$ cat config.mk
export PLATFORM = sky130hd
export DESIGN_NAME = led_buzzer_alert_pattern
export DESIGN_NICKNAME = d
export VERILOG_FILES = /design/src/rtl/lbap_pkg.sv /design/src/rtl/lbap_core.sv /design/src/rtl/lbap_skid.sv /design/src/rtl/led_buzzer_alert_pattern.sv
export SDC_FILE = /design/constraint.sdc
export NUM_CORES = 1
export LEC_CHECK = 0
export BUFFER_PORTS_ARGS = -buffer_cell sky130_fd_sc_hd__buf_4
export CORE_AREA = 3 3 107 212
export DETAILED_ROUTE_END_ITERATION = 16
export DIE_AREA = 0 0 110 215
export PLACE_DENSITY_LB_ADDON = 0.25
export SYNTH_ARGS = -nofsm -noshare
export SYNTH_HDL_FRONTEND = slang
export SYNTH_SLANG_ARGS = --single-unit
$ cat constraint.sdc
create_clock -name clk_i -period 12 [get_ports clk_i]
set_clock_uncertainty 0.1 [all_clocks]
set_input_delay 1.2 -clock clk_i [delete_from_list [all_inputs] [get_ports clk_i]]
set_output_delay 1.2 -clock clk_i [all_outputs]
set_load 0.05 [all_outputs]
$ cat src/rtl/lbap_pkg.sv
// lbap_pkg: shared types and constants for the led/buzzer alert pattern block
// transaction payload structs, level codes and configuration register map
// no dependencies
package lbap_pkg;

  localparam int unsigned NumRegs  = 8;
  localparam int unsigned RegIdxW  = 3;
  localparam int unsigned RegW     = 16;
  localparam int unsigned NowW     = 32;

  typedef enum logic [1:0] {
    LVL_NORMAL  = 2'd0,
    LVL_MONITOR = 2'd1,
    LVL_ALERT   = 2'd2
  } level_e;

  typedef enum logic [RegIdxW-1:0] {
    REG_MON_BLINK_ON  = 3'd0,
    REG_MON_BLINK_OFF = 3'd1,
    REG_MON_BEEP_ON   = 3'd2,
    REG_MON_BEEP_GAP  = 3'd3,
    REG_ALT_BLINK_ON  = 3'd4,
    REG_ALT_BLINK_OFF = 3'd5,
    REG_ALT_BEEP_ON   = 3'd6,
    REG_ALT_BEEP_OFF  = 3'd7
  } reg_idx_e;

  typedef logic [RegW-1:0] reg_val_t;

  localparam reg_val_t RegReset [NumRegs] = '{
    16'd500, 16'd1500, 16'd100, 16'd5000, 16'd100, 16'd100, 16'd150, 16'd150
  };

  localparam logic MODE_UPDATE = 1'b0;
  localparam logic MODE_SET    = 1'b1;

  typedef struct packed {
    logic            mode;
    logic [1:0]      new_level;
    logic [NowW-1:0] now_ms;
  } lbap_in_t;

  typedef struct packed {
    logic       led_out;
    logic       buzzer_out;
    logic [1:0] level_now;
  } lbap_out_t;

endpackage

$ cat src/rtl/lbap_core.sv
// lbap_core: configuration registers, pattern state and per-transaction update
// depends on lbap_pkg
module lbap_core #(
  parameter int unsigned TIME_WIDTH = 32
) (
  input  logic                   clk_i,
  input  logic                   rst_ni,
  input  logic                   cfg_we_i,
  input  logic [2:0]             cfg_idx_i,
  input  logic [15:0]            cfg_wdata_i,
  input  logic                   push_i,
  input  lbap_pkg::lbap_in_t     in_data_i,
  output lbap_pkg::lbap_out_t    res_o
);
  import lbap_pkg::*;

  typedef logic [TIME_WIDTH-1:0] tm_t;

  reg_val_t cfg_q [NumRegs];

  level_e level_q, level_d;
  logic   led_q, led_d;
  logic   buz_q, buz_d;
  logic   gap_q, gap_d;
  tm_t    led_stamp_q, led_stamp_d;
  tm_t    buz_stamp_q, buz_stamp_d;

  tm_t now_t;
  tm_t led_el, buz_el;
  tm_t led_per, buz_per;

  if (TIME_WIDTH >= NowW) begin : g_now_wide
    assign now_t = {{(TIME_WIDTH - NowW){1'b0}}, in_data_i.now_ms};
  end else begin : g_now_narrow
    assign now_t = in_data_i.now_ms[TIME_WIDTH-1:0];
  end

  function automatic tm_t ext(input reg_val_t v);
    ext = {{(TIME_WIDTH - RegW){1'b0}}, v};
  endfunction

  assign led_el = now_t - led_stamp_q;
  assign buz_el = now_t - buz_stamp_q;

  always_comb begin
    if (level_q == LVL_ALERT) begin
      led_per = led_q ? ext(cfg_q[REG_ALT_BLINK_ON]) : ext(cfg_q[REG_ALT_BLINK_OFF]);
      buz_per = buz_q ? ext(cfg_q[REG_ALT_BEEP_ON]) : ext(cfg_q[REG_ALT_BEEP_OFF]);
    end else begin
      led_per = led_q ? ext(cfg_q[REG_MON_BLINK_ON]) : ext(cfg_q[REG_MON_BLINK_OFF]);
      buz_per = buz_q ? ext(cfg_q[REG_MON_BEEP_ON]) : ext(cfg_q[REG_MON_BEEP_GAP]);
    end
  end

  always_comb begin
    level_d     = level_q;
    led_d       = led_q;
    buz_d       = buz_q;
    gap_d       = gap_q;
    led_stamp_d = led_stamp_q;
    buz_stamp_d = buz_stamp_q;
    if (in_data_i.mode == MODE_SET) begin
      if (in_data_i.new_level != 2'd3 && in_data_i.new_level != level_q) begin
        level_d     = level_e'(in_data_i.new_level);
        led_stamp_d = '0;
        buz_stamp_d = '0;
        gap_d       = 1'b0;
        if (in_data_i.new_level == LVL_NORMAL) begin
          led_d = 1'b0;
          buz_d = 1'b0;
        end
      end
    end else begin
      unique case (level_q)
        LVL_MONITOR, LVL_ALERT: begin
          if (led_el >= led_per) begin
            led_stamp_d = now_t;
            led_d       = ~led_q;
          end
          if (level_q == LVL_ALERT) begin
            if (buz_el >= buz_per) begin
              buz_stamp_d = now_t;
              buz_d       = ~buz_q;
            end
          end else if (!buz_q && !gap_q) begin
            buz_d       = 1'b1;
            buz_stamp_d = now_t;
          end else if (buz_el >= buz_per) begin
            buz_stamp_d = now_t;
            buz_d       = 1'b0;
            gap_d       = buz_q;
          end
        end
        default: begin
          led_d = 1'b0;
          buz_d = 1'b0;
        end
      endcase
    end
  end

  always_ff @(posedge clk_i or negedge rst_ni) begin
    if (!rst_ni) begin
      for (int i = 0; i < NumRegs; i++) begin
        cfg_q[i] <= RegReset[i];
      end
    end else if (cfg_we_i) begin
      cfg_q[cfg_idx_i] <= cfg_wdata_i;
    end
  end

  always_ff @(posedge clk_i or negedge rst_ni) begin
    if (!rst_ni) begin
      level_q     <= LVL_NORMAL;
      led_q       <= 1'b0;
      buz_q       <= 1'b0;
      gap_q       <= 1'b0;
      led_stamp_q <= '0;
      buz_stamp_q <= '0;
    end else if (push_i) begin
      level_q     <= level_d;
      led_q       <= led_d;
      buz_q       <= buz_d;
      gap_q       <= gap_d;
      led_stamp_q <= led_stamp_d;
      buz_stamp_q <= buz_stamp_d;
    end
  end

  assign res_o.led_out    = led_d;
  assign res_o.buzzer_out = buz_d;
  assign res_o.level_now  = level_d;

endmodule

$ cat src/rtl/lbap_skid.sv
// lbap_skid: result register with a skid stage on the output channel
// depends on lbap_pkg
module lbap_skid (
  input  logic                clk_i,
  input  logic                rst_ni,
  input  logic                push_i,
  input  lbap_pkg::lbap_out_t data_i,
  output logic                full_o,
  output logic                out_valid_o,
  input  logic                out_stall_i,
  output lbap_pkg::lbap_out_t out_data_o
);
  import lbap_pkg::*;

  logic      main_vld_q, main_vld_d;
  logic      skid_vld_q, skid_vld_d;
  lbap_out_t main_q, main_d;
  lbap_out_t skid_q, skid_d;

  always_comb begin
    main_vld_d = main_vld_q;
    skid_vld_d = skid_vld_q;
    main_d     = main_q;
    skid_d     = skid_q;
    if (!main_vld_q || !out_stall_i) begin
      main_vld_d = skid_vld_q || push_i;
      main_d     = skid_vld_q ? skid_q : data_i;
      skid_vld_d = 1'b0;
    end else if (push_i) begin
      skid_vld_d = 1'b1;
      skid_d     = data_i;
    end
  end

  always_ff @(posedge clk_i or negedge rst_ni) begin
    if (!rst_ni) begin
      main_vld_q <= 1'b0;
      skid_vld_q <= 1'b0;
    end else begin
      main_vld_q <= main_vld_d;
      skid_vld_q <= skid_vld_d;
    end
  end

  always_ff @(posedge clk_i) begin
    main_q <= main_d;
    skid_q <= skid_d;
  end

  assign full_o      = skid_vld_q;
  assign out_valid_o = main_vld_q;
  assign out_data_o  = main_q;

endmodule

$ cat src/rtl/led_buzzer_alert_pattern.sv
// Alert pattern generator for an LED and a buzzer. Each input transaction either sets the
// alert level (normal, monitor, alert) or applies an update at the given millisecond time;
// every transaction yields exactly one result with the LED, buzzer and level after its effect.
// One transaction is taken per clock: the level/stamp update is a single registered pass,
// and the result sits in an output register backed by a one-entry skid stage, so input
// stalls only when both are full. Timing registers are written through the plain write port;
// the user must write them only while the block is idle, which the block does not enforce.
// depends on lbap_pkg, lbap_core, lbap_skid
module led_buzzer_alert_pattern #(
  parameter int unsigned TIME_WIDTH = 32
) (
  input  logic                clk_i,
  input  logic                rst_ni,
  input  logic                cfg_we_i,
  input  logic [2:0]          cfg_idx_i,
  input  logic [15:0]         cfg_wdata_i,
  input  logic                in_valid_i,
  output logic                in_stall_o,
  input  lbap_pkg::lbap_in_t  in_data_i,
  output logic                out_valid_o,
  input  logic                out_stall_i,
  output lbap_pkg::lbap_out_t out_data_o
);
  import lbap_pkg::*;

  logic      push;
  logic      full;
  lbap_out_t res;

  assign in_stall_o = full;
  assign push       = in_valid_i && !full;

  lbap_core #(
    .TIME_WIDTH(TIME_WIDTH)
  ) u_core (
    .clk_i      (clk_i),
    .rst_ni     (rst_ni),
    .cfg_we_i   (cfg_we_i),
    .cfg_idx_i  (cfg_idx_i),
    .cfg_wdata_i(cfg_wdata_i),
    .push_i     (push),
    .in_data_i  (in_data_i),
    .res_o      (res)
  );

  lbap_skid u_skid (
    .clk_i      (clk_i),
    .rst_ni     (rst_ni),
    .push_i     (push),
    .data_i     (res),
    .full_o     (full),
    .out_valid_o(out_valid_o),
    .out_stall_i(out_stall_i),
    .out_data_o (out_data_o)
  );

endmodule

==> results.json <==
{
  "rsz0062_at_grt": "no",
  "cts_root_buf": "clkbuf_16",
  "syn-num-nets": 1486,
  "power.internal_uw": 2100,
  "ir_worst_vdd_mv": 0.163,
  "yosys-top-cells-area": "dfrtp_1, mux2_2, ha_1, dfstp_2, mux4_2",
  "power.total_uw": 3540,
  "setup_viol": 0,
  "crit_fanout": 32,
  "synth.distinct_cells": 78,
  "slew_viol_final": 0,
  "clk_latency_ps": 520,
  "finalHoldViolations": 0,
  "grt_pass1_vias": 11828,
  "place.gp.congestion": 1.01,
  "dp_hpwl_um": 29500,
  "cts_resized": 0,
  "fmax_ghz": 0.150,
  "vias_per_cell": 6.70,
  "area_delta_synth_final_pct": 10.3,
  "yosysTopAreaCell": "dfrtp_1",
  "grt_pass1_wl_um": 63000,
  "rows": 75,
  "r2r_start": "u_core.buz_stamp_q[0]",
  "htreeDepth": 1,
  "cp_num_buf_inv": 3,
  "grtUsageTotal": 0.348,
  "first_pass_iters": 5,
  "crit_path_start": "in_data_i[0]",
  "grt_start_max_net_pins": 78,
  "clkSlewWorstSetupHoldPaths_ps": 70,
  "syn_inst": 1330,
  "vias": 11061,
  "worstSetupEndpointType": "flip-flop",
  "die_y_um": 215,
  "worst_ep_arrival_time_ps": 7030,
  "core_um2": 21100,
  "dp_worst_setup_slack_ps": 4870,
  "cts_setup_buffers": 0,
  "ys_seq_elements": 207,
  "synthArstFlopShare": 0.961,
  "crit_path_max_incr_delay_ps": 710,
  "ys_top_cells_by_count": "dfrtp_1, mux2_2, inv_1",
  "die_x_um": 110,
  "crit_family": "simple AND/OR/NAND/NOR gates",
  "tightest_slew_ps": 1170,
  "numCtsBuffers": 20,
  "total_leakage_power_uw": 0.00669,
  "pwr-share-comb": 0.518,
  "finalCritPeriodShare": 0.556,
  "power_density_nw_per_um2": 233,
  "clkPwrFrac": 0.197,
  "cts_tree": "done",
  "num-nets-final": 1524,
  "antenna_found_initial": 0,
  "final.min_clock_period_ps": 6680,
  "ios": 65,
  "critical_path.slowest_cell": "a2111oi_2",
  "synth-edff-count": 8,
  "cp-start-kind": "input port",
  "crit_chain": "buf_4 > inv_1 > ha_1 > fa_1 > and2b_1 > o2111ai_1 > a2111oi_2 > nor2_1 > xnor2_1 > ha_1 > a21oi_1 > nand2_1 > a22oi_1 > o211ai_1 > or4_1 > nor4_1 > nand4_1 > nor4_1 > and2_1 > a41o_1 > buf_4 > a22o_1",
  "start_util": 0.652,
  "io_buffers": 64,
  "wl_per_cell_um": 24.2,
  "max_cap_violations": 0,
  "ctsHoldBuffers": 0,
  "swShare": 0.407,
  "synth.avg_cell_area_um2": 10.3,
  "worstHoldStart": "u_core.buz_stamp_q[18]",
  "cp.required_ps": 12350,
  "yosys_most_used_dff": "dfrtp_1",
  "yosys.area.top_type_share": 0.298,
  "critical_path_class": "input port to flip-flop",
  "stdcell_area_um2": 15200,
  "drive_gt1_frac": 0.238,
  "hold_ws_ps": 397,
  "fin_tns_setup_ps": 0,
  "drcViolationCount": 0,
  "syn_area_um2": 13800,
  "clock_sinks": 207,
  "routed_wirelength_um": 39900,
  "drtIter0Drc": 669,
  "power.share.sequential": 0.285,
  "ant_nets": 0,
  "cts_max_path_buffers": 3,
  "synth-seq-area-share": 0.382,
  "antennaDiodeCount": 0,
  "place_area_um2": 14500,
  "grt-ovfl-total": 0,
  "hold_class": "flip-flop to flip-flop",
  "power.switching_uw": 1440,
  "fp.dieArea_um2": 23700,
  "fin_ws_ps": 5320,
  "yosysMostFrequentCell": "dfrtp_1",
  "yosysWarnings": 0,
  "outcome": "finished, final reports clean",
  "maxSlewHeadroom": 0.214
}
worst reg2reg max path, delay by kind of cell, from the launching register on:
family,cells,cell delay (ps)
and+or+nand+nor,8,2410
AOI/OAI and AO/OA,7,1780
adders and majority gates,3,940
DFF,1,380
buffers and inverters,1,370
xor gates and xnor gates,1,150
state kept, by name, summed over array words and instances, names as in the netlist:
| signal | cells |
|---|---|
| u_skid.out_valid_o | 1 |
| u_core.level_q | 2 |
| u_core.led_q | 1 |
| u_core.gap_q | 1 |
| u_skid.out_data_o | 4 |
| u_core.cfg_q | 128 |
| u_core.buz_q | 1 |
| u_core.buz_stamp_q | 32 |
| u_skid.skid_q | 4 |
| u_core.led_stamp_q | 32 |
| u_skid.full_o | 1 |
layer usage:
layer	global-route usage	share of wire
met2	0.614	0.52
met1	0.344	0.34
met4	0.280	0.095
met3	0.0583	0.047
met5	0	0
metrics by stage:
stage	util	cells
6_report	0.719	1651
5_1_grt	0.719	1651
4_1_cts	0.719	1651
3_5_place_dp	0.685	1615
3_3_place_gp	0.685	1615
2_1_floorplan	-	1330
final timing paths:
path	endpoint	slack, ps	cells after the start
min in group asynchronous	u_core.buz_stamp_q[18]	550	1
max reg2reg	u_core.buz_stamp_q[17]	5780	20
min	u_core.buz_stamp_q[18]	400	1
min reg2reg	u_core.buz_stamp_q[18]	400	1
max	u_core.buz_stamp_q[17]	5320	22
max in group asynchronous	u_core.cfg_q[60]	9890	2
power groups by stage:
stage | combinational, µW | clock [µW] | sequential [µW]
global placement | 1760 | 0 | 1000
finish | 1830 | 697 | 1010
detailed placement | 1790 | 0 | 1010
CTS | 1810 | 703 | 1010
global route | 2020 | 729 | 1030
floorplan | 1320 | 0 | 994
area by class of cell:
type                    count  area (µm²)
clock buffers              26         576
inverters                 120         450
flip-flops and latches    207        5260
clock inverters            10         140
multi-input cells         939        7800
well taps                 269         337
fillers                  1563        5940
repair buffers             80         607
cell families (layout without fill, tap and decap cells):
family          after synthesis  in the layout  share of synthesized area
compound gates              349            349                      0.178
simple gates                285            285                      0.109
flops                       207            207                      0.382
buf+inv                     184            236                     0.0526
mux                         171            171                      0.165
fa+ha+maj                    97             97                     0.0893
xor+xnor                     37             37                     0.0235
placed cells by master (no fill, tap or decap), types with 22 or more instances in the layout:
| master | n |
|---|---|
| mux2_2 | 129 |
| dfrtp_1 | 164 |
| a21oi_1 | 86 |
| a22o_1 | 66 |
| nor2_1 | 59 |
| nand2_1 | 62 |
| o21ai_0 | 40 |
| ha_1 | 95 |
| nand3_1 | 29 |
| clkbuf_16 | 22 |
| inv_1 | 120 |
| dfstp_2 | 35 |
| buf_4 | 79 |
| mux4_2 | 32 |
| a21o_1 | 32 |
| xnor2_1 | 26 |
Note: power is estimated with default switching activity, not from simulation.
